[src/rtmp_chp_pkg.sv]
`default_nettype none
package rtmp_chp_pkg;

    // field widths
    localparam int unsigned StreamW = 17;
    localparam int unsigned TotalW  = 25;
    localparam logic [TotalW-1:0] TotalMax = {TotalW{1'b1}};

    // status codes
    localparam logic [1:0] ST_OK    = 2'd0;
    localparam logic [1:0] ST_CONT  = 2'd1;
    localparam logic [1:0] ST_SHORT = 2'd2;

    // chunk formats
    localparam logic [1:0] FMT_FULL  = 2'd0;
    localparam logic [1:0] FMT_NOSID = 2'd1;
    localparam logic [1:0] FMT_TS    = 2'd2;
    localparam logic [1:0] FMT_CONT  = 2'd3;

    // message kinds
    localparam logic [2:0] KIND_CHUNK_SIZE = 3'd0;
    localparam logic [2:0] KIND_ACK        = 3'd1;
    localparam logic [2:0] KIND_USER_CTRL  = 3'd2;
    localparam logic [2:0] KIND_WIN_ACK    = 3'd3;
    localparam logic [2:0] KIND_PEER_BW    = 3'd4;
    localparam logic [2:0] KIND_COMMAND    = 3'd5;
    localparam logic [2:0] KIND_UNKNOWN    = 3'd6;

    // message type bytes
    localparam logic [7:0] TYPE_CHUNK_SIZE = 8'h01;
    localparam logic [7:0] TYPE_ACK        = 8'h03;
    localparam logic [7:0] TYPE_USER_CTRL  = 8'h04;
    localparam logic [7:0] TYPE_WIN_ACK    = 8'h05;
    localparam logic [7:0] TYPE_PEER_BW    = 8'h06;
    localparam logic [7:0] TYPE_COMMAND    = 8'h14;

    // decoded packet, handed from the front to the back
    typedef struct packed {
        logic               basic_short;
        logic               in_body;
        logic [1:0]         fmt;
        logic [StreamW-1:0] stream;
        logic [23:0]        stamp;
        logic [23:0]        length;
        logic [7:0]         type_code;
        logic [31:0]        msg_stream;
        logic [3:0]         hdr_size;
        logic [TotalW-1:0]  total;
    } t_hdr_rec;

    // message header length per format
    function automatic logic [3:0] msg_hdr_len(input logic [1:0] fmt);
        logic [3:0] len;
        unique case (fmt)
            FMT_FULL:  len = 4'd11;
            FMT_NOSID: len = 4'd7;
            FMT_TS:    len = 4'd3;
            default:   len = 4'd0;
        endcase
        return len;
    endfunction

    // message kind from type byte
    function automatic logic [2:0] kind_of(input logic [7:0] t);
        logic [2:0] k;
        unique case (t)
            TYPE_CHUNK_SIZE: k = KIND_CHUNK_SIZE;
            TYPE_ACK:        k = KIND_ACK;
            TYPE_USER_CTRL:  k = KIND_USER_CTRL;
            TYPE_WIN_ACK:    k = KIND_WIN_ACK;
            TYPE_PEER_BW:    k = KIND_PEER_BW;
            TYPE_COMMAND:    k = KIND_COMMAND;
            default:         k = KIND_UNKNOWN;
        endcase
        return k;
    endfunction

endpackage
`default_nettype wire

[src/rtmp_chp_front.sv]
`default_nettype none
module rtmp_chp_front (
    input  wire logic                  i_clk,
    input  wire logic                  i_rst_n,
    input  wire logic                  i_beat,
    input  wire logic [7:0]            i_data_byte,
    input  wire logic                  i_last_byte,
    output logic                       o_push,
    output rtmp_chp_pkg::t_hdr_rec     o_rec
);
    import rtmp_chp_pkg::*;

    localparam logic [2:0] PH_FIRST  = 3'd0;
    localparam logic [2:0] PH_EXT1   = 3'd1;
    localparam logic [2:0] PH_EXT2LO = 3'd2;
    localparam logic [2:0] PH_EXT2HI = 3'd3;
    localparam logic [2:0] PH_MSG    = 3'd4;
    localparam logic [2:0] PH_BODY   = 3'd5;

    logic [2:0]         r_phase, n_phase;
    logic [3:0]         r_idx, n_idx;
    logic [1:0]         r_fmt, n_fmt;
    logic [StreamW-1:0] r_stream, n_stream;
    logic [23:0]        r_stamp, n_stamp;
    logic [23:0]        r_length, n_length;
    logic [7:0]         r_type, n_type;
    logic [31:0]        r_msid, n_msid;
    logic [TotalW-1:0]  r_total, n_total;
    logic [3:0]         w_next_idx;
    logic [5:0]         w_csid;
    logic [1:0]         w_enter_fmt;
    logic               w_enter;

    // parser next state for the current byte
    always_comb begin
        n_phase     = r_phase;
        n_idx       = r_idx;
        n_fmt       = r_fmt;
        n_stream    = r_stream;
        n_stamp     = r_stamp;
        n_length    = r_length;
        n_type      = r_type;
        n_msid      = r_msid;
        n_total     = (r_total != TotalMax) ? r_total + 1'b1 : r_total;
        w_next_idx  = r_idx + 4'd1;
        w_csid      = i_data_byte[5:0];
        w_enter     = 1'b0;
        w_enter_fmt = r_fmt;

        unique case (r_phase)
            PH_EXT1: begin
                n_stream = StreamW'(64) + {9'd0, i_data_byte};
                w_enter  = 1'b1;
            end
            PH_EXT2LO: begin
                n_stream = StreamW'(64) + {9'd0, i_data_byte};
                n_phase  = PH_EXT2HI;
            end
            PH_EXT2HI: begin
                n_stream = r_stream + {1'b0, i_data_byte, 8'd0};
                w_enter  = 1'b1;
            end
            PH_MSG: begin
                unique case (r_idx)
                    4'd0:    n_stamp[23:16]   = i_data_byte;
                    4'd1:    n_stamp[15:8]    = i_data_byte;
                    4'd2:    n_stamp[7:0]     = i_data_byte;
                    4'd3:    n_length[23:16]  = i_data_byte;
                    4'd4:    n_length[15:8]   = i_data_byte;
                    4'd5:    n_length[7:0]    = i_data_byte;
                    4'd6:    n_type           = i_data_byte;
                    4'd7:    n_msid[7:0]      = i_data_byte;
                    4'd8:    n_msid[15:8]     = i_data_byte;
                    4'd9:    n_msid[23:16]    = i_data_byte;
                    4'd10:   n_msid[31:24]    = i_data_byte;
                    default: n_type           = r_type;
                endcase
                n_idx = w_next_idx;
                if (w_next_idx >= msg_hdr_len(r_fmt)) begin
                    n_phase = PH_BODY;
                    n_idx   = n_total[3:0];
                end
            end
            PH_BODY: begin
                n_phase = PH_BODY;
            end
            default: begin
                // first byte of the basic header, also for unused codes
                n_fmt       = i_data_byte[7:6];
                w_enter_fmt = i_data_byte[7:6];
                n_stamp     = '0;
                n_length    = '0;
                n_type      = '0;
                n_msid      = '0;
                if (w_csid == 6'd0) begin
                    n_stream = StreamW'(64);
                    n_phase  = PH_EXT1;
                end else if (w_csid == 6'd1) begin
                    n_stream = StreamW'(64);
                    n_phase  = PH_EXT2LO;
                end else begin
                    n_stream = {11'd0, w_csid};
                    w_enter  = 1'b1;
                end
            end
        endcase

        // basic header complete: go to the message header or straight to the body
        if (w_enter) begin
            if (msg_hdr_len(w_enter_fmt) == 4'd0) begin
                n_phase = PH_BODY;
                n_idx   = n_total[3:0];
            end else begin
                n_phase = PH_MSG;
                n_idx   = 4'd0;
            end
        end
    end

    // record of the finished packet
    always_comb begin
        o_push            = i_beat & i_last_byte;
        o_rec.basic_short = (n_phase == PH_EXT1) || (n_phase == PH_EXT2LO) ||
                            (n_phase == PH_EXT2HI);
        o_rec.in_body     = (n_phase == PH_BODY);
        o_rec.fmt         = n_fmt;
        o_rec.stream      = n_stream;
        o_rec.stamp       = n_stamp;
        o_rec.length      = n_length;
        o_rec.type_code   = n_type;
        o_rec.msg_stream  = n_msid;
        o_rec.hdr_size    = n_idx;
        o_rec.total       = n_total;
    end

    // parser state, cleared after the last beat of a packet
    always_ff @(posedge i_clk) begin
        if (!i_rst_n || (i_beat && i_last_byte)) begin
            r_phase  <= PH_FIRST;
            r_idx    <= '0;
            r_fmt    <= '0;
            r_stream <= '0;
            r_stamp  <= '0;
            r_length <= '0;
            r_type   <= '0;
            r_msid   <= '0;
            r_total  <= '0;
        end else if (i_beat) begin
            r_phase  <= n_phase;
            r_idx    <= n_idx;
            r_fmt    <= n_fmt;
            r_stream <= n_stream;
            r_stamp  <= n_stamp;
            r_length <= n_length;
            r_type   <= n_type;
            r_msid   <= n_msid;
            r_total  <= n_total;
        end
    end

endmodule
`default_nettype wire

[src/rtmp_chp_queue.sv]
`default_nettype none
module rtmp_chp_queue (
    input  wire logic                  i_clk,
    input  wire logic                  i_rst_n,
    input  wire logic                  i_push,
    input  wire rtmp_chp_pkg::t_hdr_rec i_rec,
    input  wire logic                  i_pop,
    output logic                       o_full,
    output logic                       o_valid,
    output rtmp_chp_pkg::t_hdr_rec     o_rec
);
    import rtmp_chp_pkg::*;

    t_hdr_rec   r_mem [2];
    logic       r_wr_ptr;
    logic       r_rd_ptr;
    logic [1:0] r_count;

    assign o_full  = (r_count == 2'd2);
    assign o_valid = (r_count != 2'd0);
    assign o_rec   = r_mem[r_rd_ptr];

    // entry storage
    always_ff @(posedge i_clk) begin
        if (i_push) begin
            r_mem[r_wr_ptr] <= i_rec;
        end
    end

    // pointers and fill count
    always_ff @(posedge i_clk) begin
        if (!i_rst_n) begin
            r_wr_ptr <= 1'b0;
            r_rd_ptr <= 1'b0;
            r_count  <= 2'd0;
        end else begin
            if (i_push) begin
                r_wr_ptr <= ~r_wr_ptr;
            end
            if (i_pop) begin
                r_rd_ptr <= ~r_rd_ptr;
            end
            if (i_push && !i_pop) begin
                r_count <= r_count + 2'd1;
            end else if (i_pop && !i_push) begin
                r_count <= r_count - 2'd1;
            end
        end
    end

endmodule
`default_nettype wire

[src/rtmp_chp_back.sv]
`default_nettype none
module rtmp_chp_back (
    input  wire logic                              i_clk,
    input  wire logic                              i_rst_n,
    input  wire logic                              i_rec_valid,
    input  wire rtmp_chp_pkg::t_hdr_rec            i_rec,
    output logic                                   o_pop,
    output logic                                   o_out_valid,
    input  wire logic                              i_out_ready,
    output logic [1:0]                             o_status,
    output logic [1:0]                             o_chunk_format,
    output logic [rtmp_chp_pkg::StreamW-1:0]       o_chunk_stream,
    output logic [23:0]                            o_time_stamp,
    output logic [23:0]                            o_body_length,
    output logic [7:0]                             o_type_code,
    output logic [31:0]                            o_message_stream,
    output logic [2:0]                             o_message_kind,
    output logic [rtmp_chp_pkg::TotalW-1:0]        o_consumed_count
);
    import rtmp_chp_pkg::*;

    logic              r_valid;
    logic [1:0]        w_status;
    logic [TotalW:0]   w_need;
    logic [TotalW-1:0] w_consumed;

    assign o_pop       = i_rec_valid && (!r_valid || i_out_ready);
    assign o_out_valid = r_valid;

    // status and consumed count
    always_comb begin
        w_need     = {{(TotalW-3){1'b0}}, i_rec.hdr_size} + {2'd0, i_rec.length};
        w_consumed = '0;
        priority if (i_rec.basic_short) begin
            w_status = ST_SHORT;
        end else if (i_rec.fmt == FMT_CONT) begin
            w_status = ST_CONT;
        end else if (!i_rec.in_body) begin
            w_status = ST_SHORT;
        end else if ({1'b0, i_rec.total} < w_need) begin
            w_status = ST_SHORT;
        end else begin
            w_status   = ST_OK;
            w_consumed = i_rec.total;
        end
    end

    // output valid
    always_ff @(posedge i_clk) begin
        if (!i_rst_n) begin
            r_valid <= 1'b0;
        end else if (o_pop) begin
            r_valid <= 1'b1;
        end else if (i_out_ready) begin
            r_valid <= 1'b0;
        end
    end

    // output payload
    always_ff @(posedge i_clk) begin
        if (o_pop) begin
            o_status         <= w_status;
            o_chunk_format   <= i_rec.fmt;
            o_chunk_stream   <= i_rec.stream;
            o_time_stamp     <= i_rec.stamp;
            o_body_length    <= i_rec.length;
            o_type_code      <= i_rec.type_code;
            o_message_stream <= i_rec.msg_stream;
            o_message_kind   <= kind_of(i_rec.type_code);
            o_consumed_count <= w_consumed;
        end
    end

endmodule
`default_nettype wire

[src/rtmp_chunk_header_parser.sv]
`default_nettype none
// channel   valid         ready         payload
// input     i_in_valid    o_in_ready    i_data_byte, i_last_byte
// output    o_out_valid   i_out_ready   o_status .. o_consumed_count
//
// one byte is taken per cycle while the queue has room; the result of a packet is written into
// the queue at the edge that takes its last byte, then into the output register when it is popped.
// the front stalls only when the two-entry queue of finished packets is full.
// reset (synchronous, active low) returns the parser to the first header byte and empties
// the queue and the output register.
module rtmp_chunk_header_parser (
    input  wire logic                              i_clk,
    input  wire logic                              i_rst_n,
    input  wire logic                              i_in_valid,
    output logic                                   o_in_ready,
    input  wire logic [7:0]                        i_data_byte,
    input  wire logic                              i_last_byte,
    output logic                                   o_out_valid,
    input  wire logic                              i_out_ready,
    output logic [1:0]                             o_status,
    output logic [1:0]                             o_chunk_format,
    output logic [rtmp_chp_pkg::StreamW-1:0]       o_chunk_stream,
    output logic [23:0]                            o_time_stamp,
    output logic [23:0]                            o_body_length,
    output logic [7:0]                             o_type_code,
    output logic [31:0]                            o_message_stream,
    output logic [2:0]                             o_message_kind,
    output logic [rtmp_chp_pkg::TotalW-1:0]        o_consumed_count
);
    import rtmp_chp_pkg::*;

    logic     w_beat;
    logic     w_push;
    logic     w_pop;
    logic     w_full;
    logic     w_q_valid;
    t_hdr_rec w_front_rec;
    t_hdr_rec w_q_rec;

    assign o_in_ready = !w_full;
    assign w_beat     = i_in_valid && !w_full;

    // byte parser
    rtmp_chp_front u_front (
        .i_clk       (i_clk),
        .i_rst_n     (i_rst_n),
        .i_beat      (w_beat),
        .i_data_byte (i_data_byte),
        .i_last_byte (i_last_byte),
        .o_push      (w_push),
        .o_rec       (w_front_rec)
    );

    // finished packets awaiting the result stage
    rtmp_chp_queue u_queue (
        .i_clk   (i_clk),
        .i_rst_n (i_rst_n),
        .i_push  (w_push),
        .i_rec   (w_front_rec),
        .i_pop   (w_pop),
        .o_full  (w_full),
        .o_valid (w_q_valid),
        .o_rec   (w_q_rec)
    );

    // result stage
    rtmp_chp_back u_back (
        .i_clk            (i_clk),
        .i_rst_n          (i_rst_n),
        .i_rec_valid      (w_q_valid),
        .i_rec            (w_q_rec),
        .o_pop            (w_pop),
        .o_out_valid      (o_out_valid),
        .i_out_ready      (i_out_ready),
        .o_status         (o_status),
        .o_chunk_format   (o_chunk_format),
        .o_chunk_stream   (o_chunk_stream),
        .o_time_stamp     (o_time_stamp),
        .o_body_length    (o_body_length),
        .o_type_code      (o_type_code),
        .o_message_stream (o_message_stream),
        .o_message_kind   (o_message_kind),
        .o_consumed_count (o_consumed_count)
    );

endmodule
`default_nettype wire

[config.mk]
export PLATFORM = sky130hd
export DESIGN_NAME = rtmp_chunk_header_parser
export DESIGN_NICKNAME = d
export VERILOG_FILES = /design/src/rtmp_chp_pkg.sv /design/src/rtmp_chp_front.sv /design/src/rtmp_chp_queue.sv /design/src/rtmp_chp_back.sv /design/src/rtmp_chunk_header_parser.sv
export SDC_FILE = /design/constraint.sdc
export NUM_CORES = 1
export LEC_CHECK = 0
export CAP_MARGIN = 10
export CORE_MARGIN = 2
export CORE_UTILIZATION = 40
export DETAILED_ROUTE_END_ITERATION = 8
export DONT_BUFFER_PORTS = 1
export PLACE_DENSITY = 0.62
export SLEW_MARGIN = 25
export SYNTH_ARGS = -nofsm -noshare
export SYNTH_HDL_FRONTEND = slang
export SYNTH_HIERARCHICAL = 1
export SYNTH_SLANG_ARGS = --single-unit
[constraint.sdc]
create_clock -name i_clk -period 16.9 [get_ports i_clk]
set_clock_uncertainty 0.2 [all_clocks]
set_input_delay 3.38 -clock i_clk [delete_from_list [all_inputs] [get_ports i_clk]]
set_output_delay 3.38 -clock i_clk [all_outputs]
set_load 0.02 [all_outputs]
==> run metrics <==
status=completed; post-layout min period=between 6000 and 7000 ps; worst skew pair latency=approximately 630 ps; most frequent cells in the layout=edfxtp_1 (413), mux2_2 (147), dfxtp_1 (144); Core Footprint=~0.059 mm2; critical path endpoint category=register; Sink Count=558; first-pass detailed-route iteration total=7; Cell variety after synth=77; H-tree levels=2; Synth Net Count=around 1800; CTS tree=built; WL/cell=around 22 um; Top FF cell, synth=edfxtp_1; clock-pin slew on the worst setup and hold paths=60 ps; most common cell after layout, fill and taps aside=edfxtp_1; Hold WC Path Type=reg2reg; post-route ant nets=0; post-detail-place hpwl=34.3 mm; Die Span Y=around 250 um; setup TNS=0 ps; share of post-route cells with drive strength above 1=18.3%; RSZ-0062 raised after global routing=false; total gr overflow=0; Max Clk Rate=0.164 GHz; Root Driver=clkbuf_16; Fillers=5244; Syn Area/Cell=13.6 um2; final slew viol count=0; Post-synth EDFFs=413; Die Wd=248 um; DR vias/cell=5.61; sequential fraction of the synthesis area=64.1%; CTS max path bufs=3; Worst IR Drop VDD=0.336 mV; GR Util All Layers=17.5%; period utilization=36.1%; port bufs=0; CP Class=reg2reg; Final #Nets=around 1800; vias in the first global route=13600; die area=0.0617 mm2; CP required=17140 ps; area of the mapped netlist=~0.024 mm2; post-CTS resize count=0; drt drc=0; Arrival @ worst endpoint=6340 ps; initial drt markers=1343; ant diodes=0; # Post-CTS Setup Buffers=0; vias=around 14000; Pwr per Cell Area=153 mW/mm2; hold buffers post-CTS=0; final worst slack=10800 ps; first-pass GRT wire length=82.4 mm; maxcap violations=0; WHS Path Cells=2; Final Hold Viols=0; Critical Path Source Type=register; Setup Viol. Count Final=0; initial antenna violation count=0; slew at the pin with the worst max-slew slack=985 ps; largest net degree at the start of global routing=140; Worst slew margin=34.2%; largest fanout on the critical path=74; Synth Instances=1752; Lkg Pwr=0.00931 uW; fraction of registers with async set/reset=0%; Yosys Warn Count=6; DP Worst Slack=10210 ps; flops & latches, synth=558; Num CTS Buffers=58; RD Place Congestion=0.843; Rows=89; initial core utilization=just over 40%; final wirelength=around 55 mm; boundary pin count=152; Syn-to-layout area delta=10.1%; FF-to-FF path depth=16
[logic make-up after synthesis]
group,count (synthesis),share of synthesized area [%]
simple gates,429,9.13
flops,558,64.1
fa+ha+maj,49,2.63
compound gates,351,11.2
mux,162,7.56
xor+xnor,73,2.68
buf+inv,130,2.74
[path summary, 6_finish.rpt]
path,start,end,slack [ps]
max,register,u_back/o_status[1],10800
min,u_front/r_stream[7],u_front/r_stream[7],270
max reg2reg,register,u_back/o_status[1],10800
min reg2reg,u_front/r_stream[7],u_front/r_stream[7],270
[layer usage]
metal / part of all wire (%) / track usage, %
met1: 45 / 24.4
met3: 7.0 / 3.58
met2: 46 / 27.3
met5: 0 / 0
met4: 2.6 / 5.57
[worst max-delay path, cell delays in order (launching register included)]
cell	delay (ps)
dfxtp_4	920
buf_6	650
mux2_2	440
ha_1	230
fa_1	430
a21o_1	190
a21oi_1	420
nor3_2	140
and4_1	240
xnor2_1	190
ha_1	280
a21oi_1	150
o21ai_0	120
a22oi_2	650
buf_4	340
nand3b_1	100
o31ai_1	180
[power by group]
part           switching, uW  internal [uW]  leakage [uW]
combinational            492            290       0.00332
clock                    527            698      0.000889
sequential               263           1750       0.00510
[metrics by stage]
| stage | total power [uW] | utilization [%] | cells | area (um2) | hold WS [ps] |
|---|---|---|---|---|---|
| after floorplan | 2650 | - | 1752 | 23900 | 245 |
| after global placement | 2810 | 41.3 | 2422 | 24400 | 257 |
| after detailed placement | 2830 | 41.4 | 2424 | 24400 | 261 |
| after CTS | 4070 | 44.5 | 2533 | 26300 | 275 |
| after global routing | 4200 | 44.5 | 2533 | 26300 | 293 |
| final | 4020 | 44.5 | 2533 | 26300 | 273 |
[synth_stat cells (all sizes together), types with 6 or more instances]
| library cell | number | area share (%) |
|---|---|---|
| and4 | 7 | 0.26 |
| nor3 | 9 | 0.23 |
| o211a | 26 | 1.1 |
| mux2i | 15 | 0.63 |
| nand4 | 17 | 0.50 |
| nor2 | 136 | 2.2 |
| or2 | 38 | 1.0 |
| and2 | 23 | 0.60 |
| a21oi | 73 | 1.8 |
| nand3 | 34 | 0.73 |
| a22oi | 67 | 2.1 |
| xnor2 | 31 | 1.1 |
| o21a | 6 | 0.19 |
| edfxtp | 413 | 52 |
| buf | 41 | 1.3 |
| nor2b | 11 | 0.29 |
| mux2 | 147 | 6.9 |
| a22o | 93 | 3.4 |
| dfxtp | 145 | 12 |
| nand2b | 7 | 0.18 |
| a31oi | 10 | 0.26 |
| ha | 47 | 2.5 |
| clkbuf | 73 | 1.2 |
| nand3b | 10 | 0.31 |
| inv | 15 | 0.24 |
| a21o | 13 | 0.41 |
| and3 | 20 | 0.53 |
| o21ai | 32 | 0.69 |
| nand2 | 94 | 1.5 |
| xor2 | 42 | 1.5 |
[flip-flops by register name, indices dropped and copies added (netlist names), 24 cells and up, named ones only]
signal and count:
u_back/o_time_stamp 24, u_back/o_message_stream 32, u_back/o_consumed_count 25, u_front/r_stamp 24, u_front/r_msid 32, u_front/r_total 25
u_front/r_length 24, u_queue/r_mem 276, u_back/o_body_length 24
[area by class of cell]
class	count	area [um2]	share of cell area (%)
flip-flops and latches	558	15300	58.3
multi-input cells	1064	7970	30.3
clock buffers	77	1560	5.95
well taps	773	967	3.68
clock inverters	32	264	1.00
repair buffers	13	145	0.552
inverters	16	60.1	0.229
Note: power is estimated with default switching activity, not from simulation.
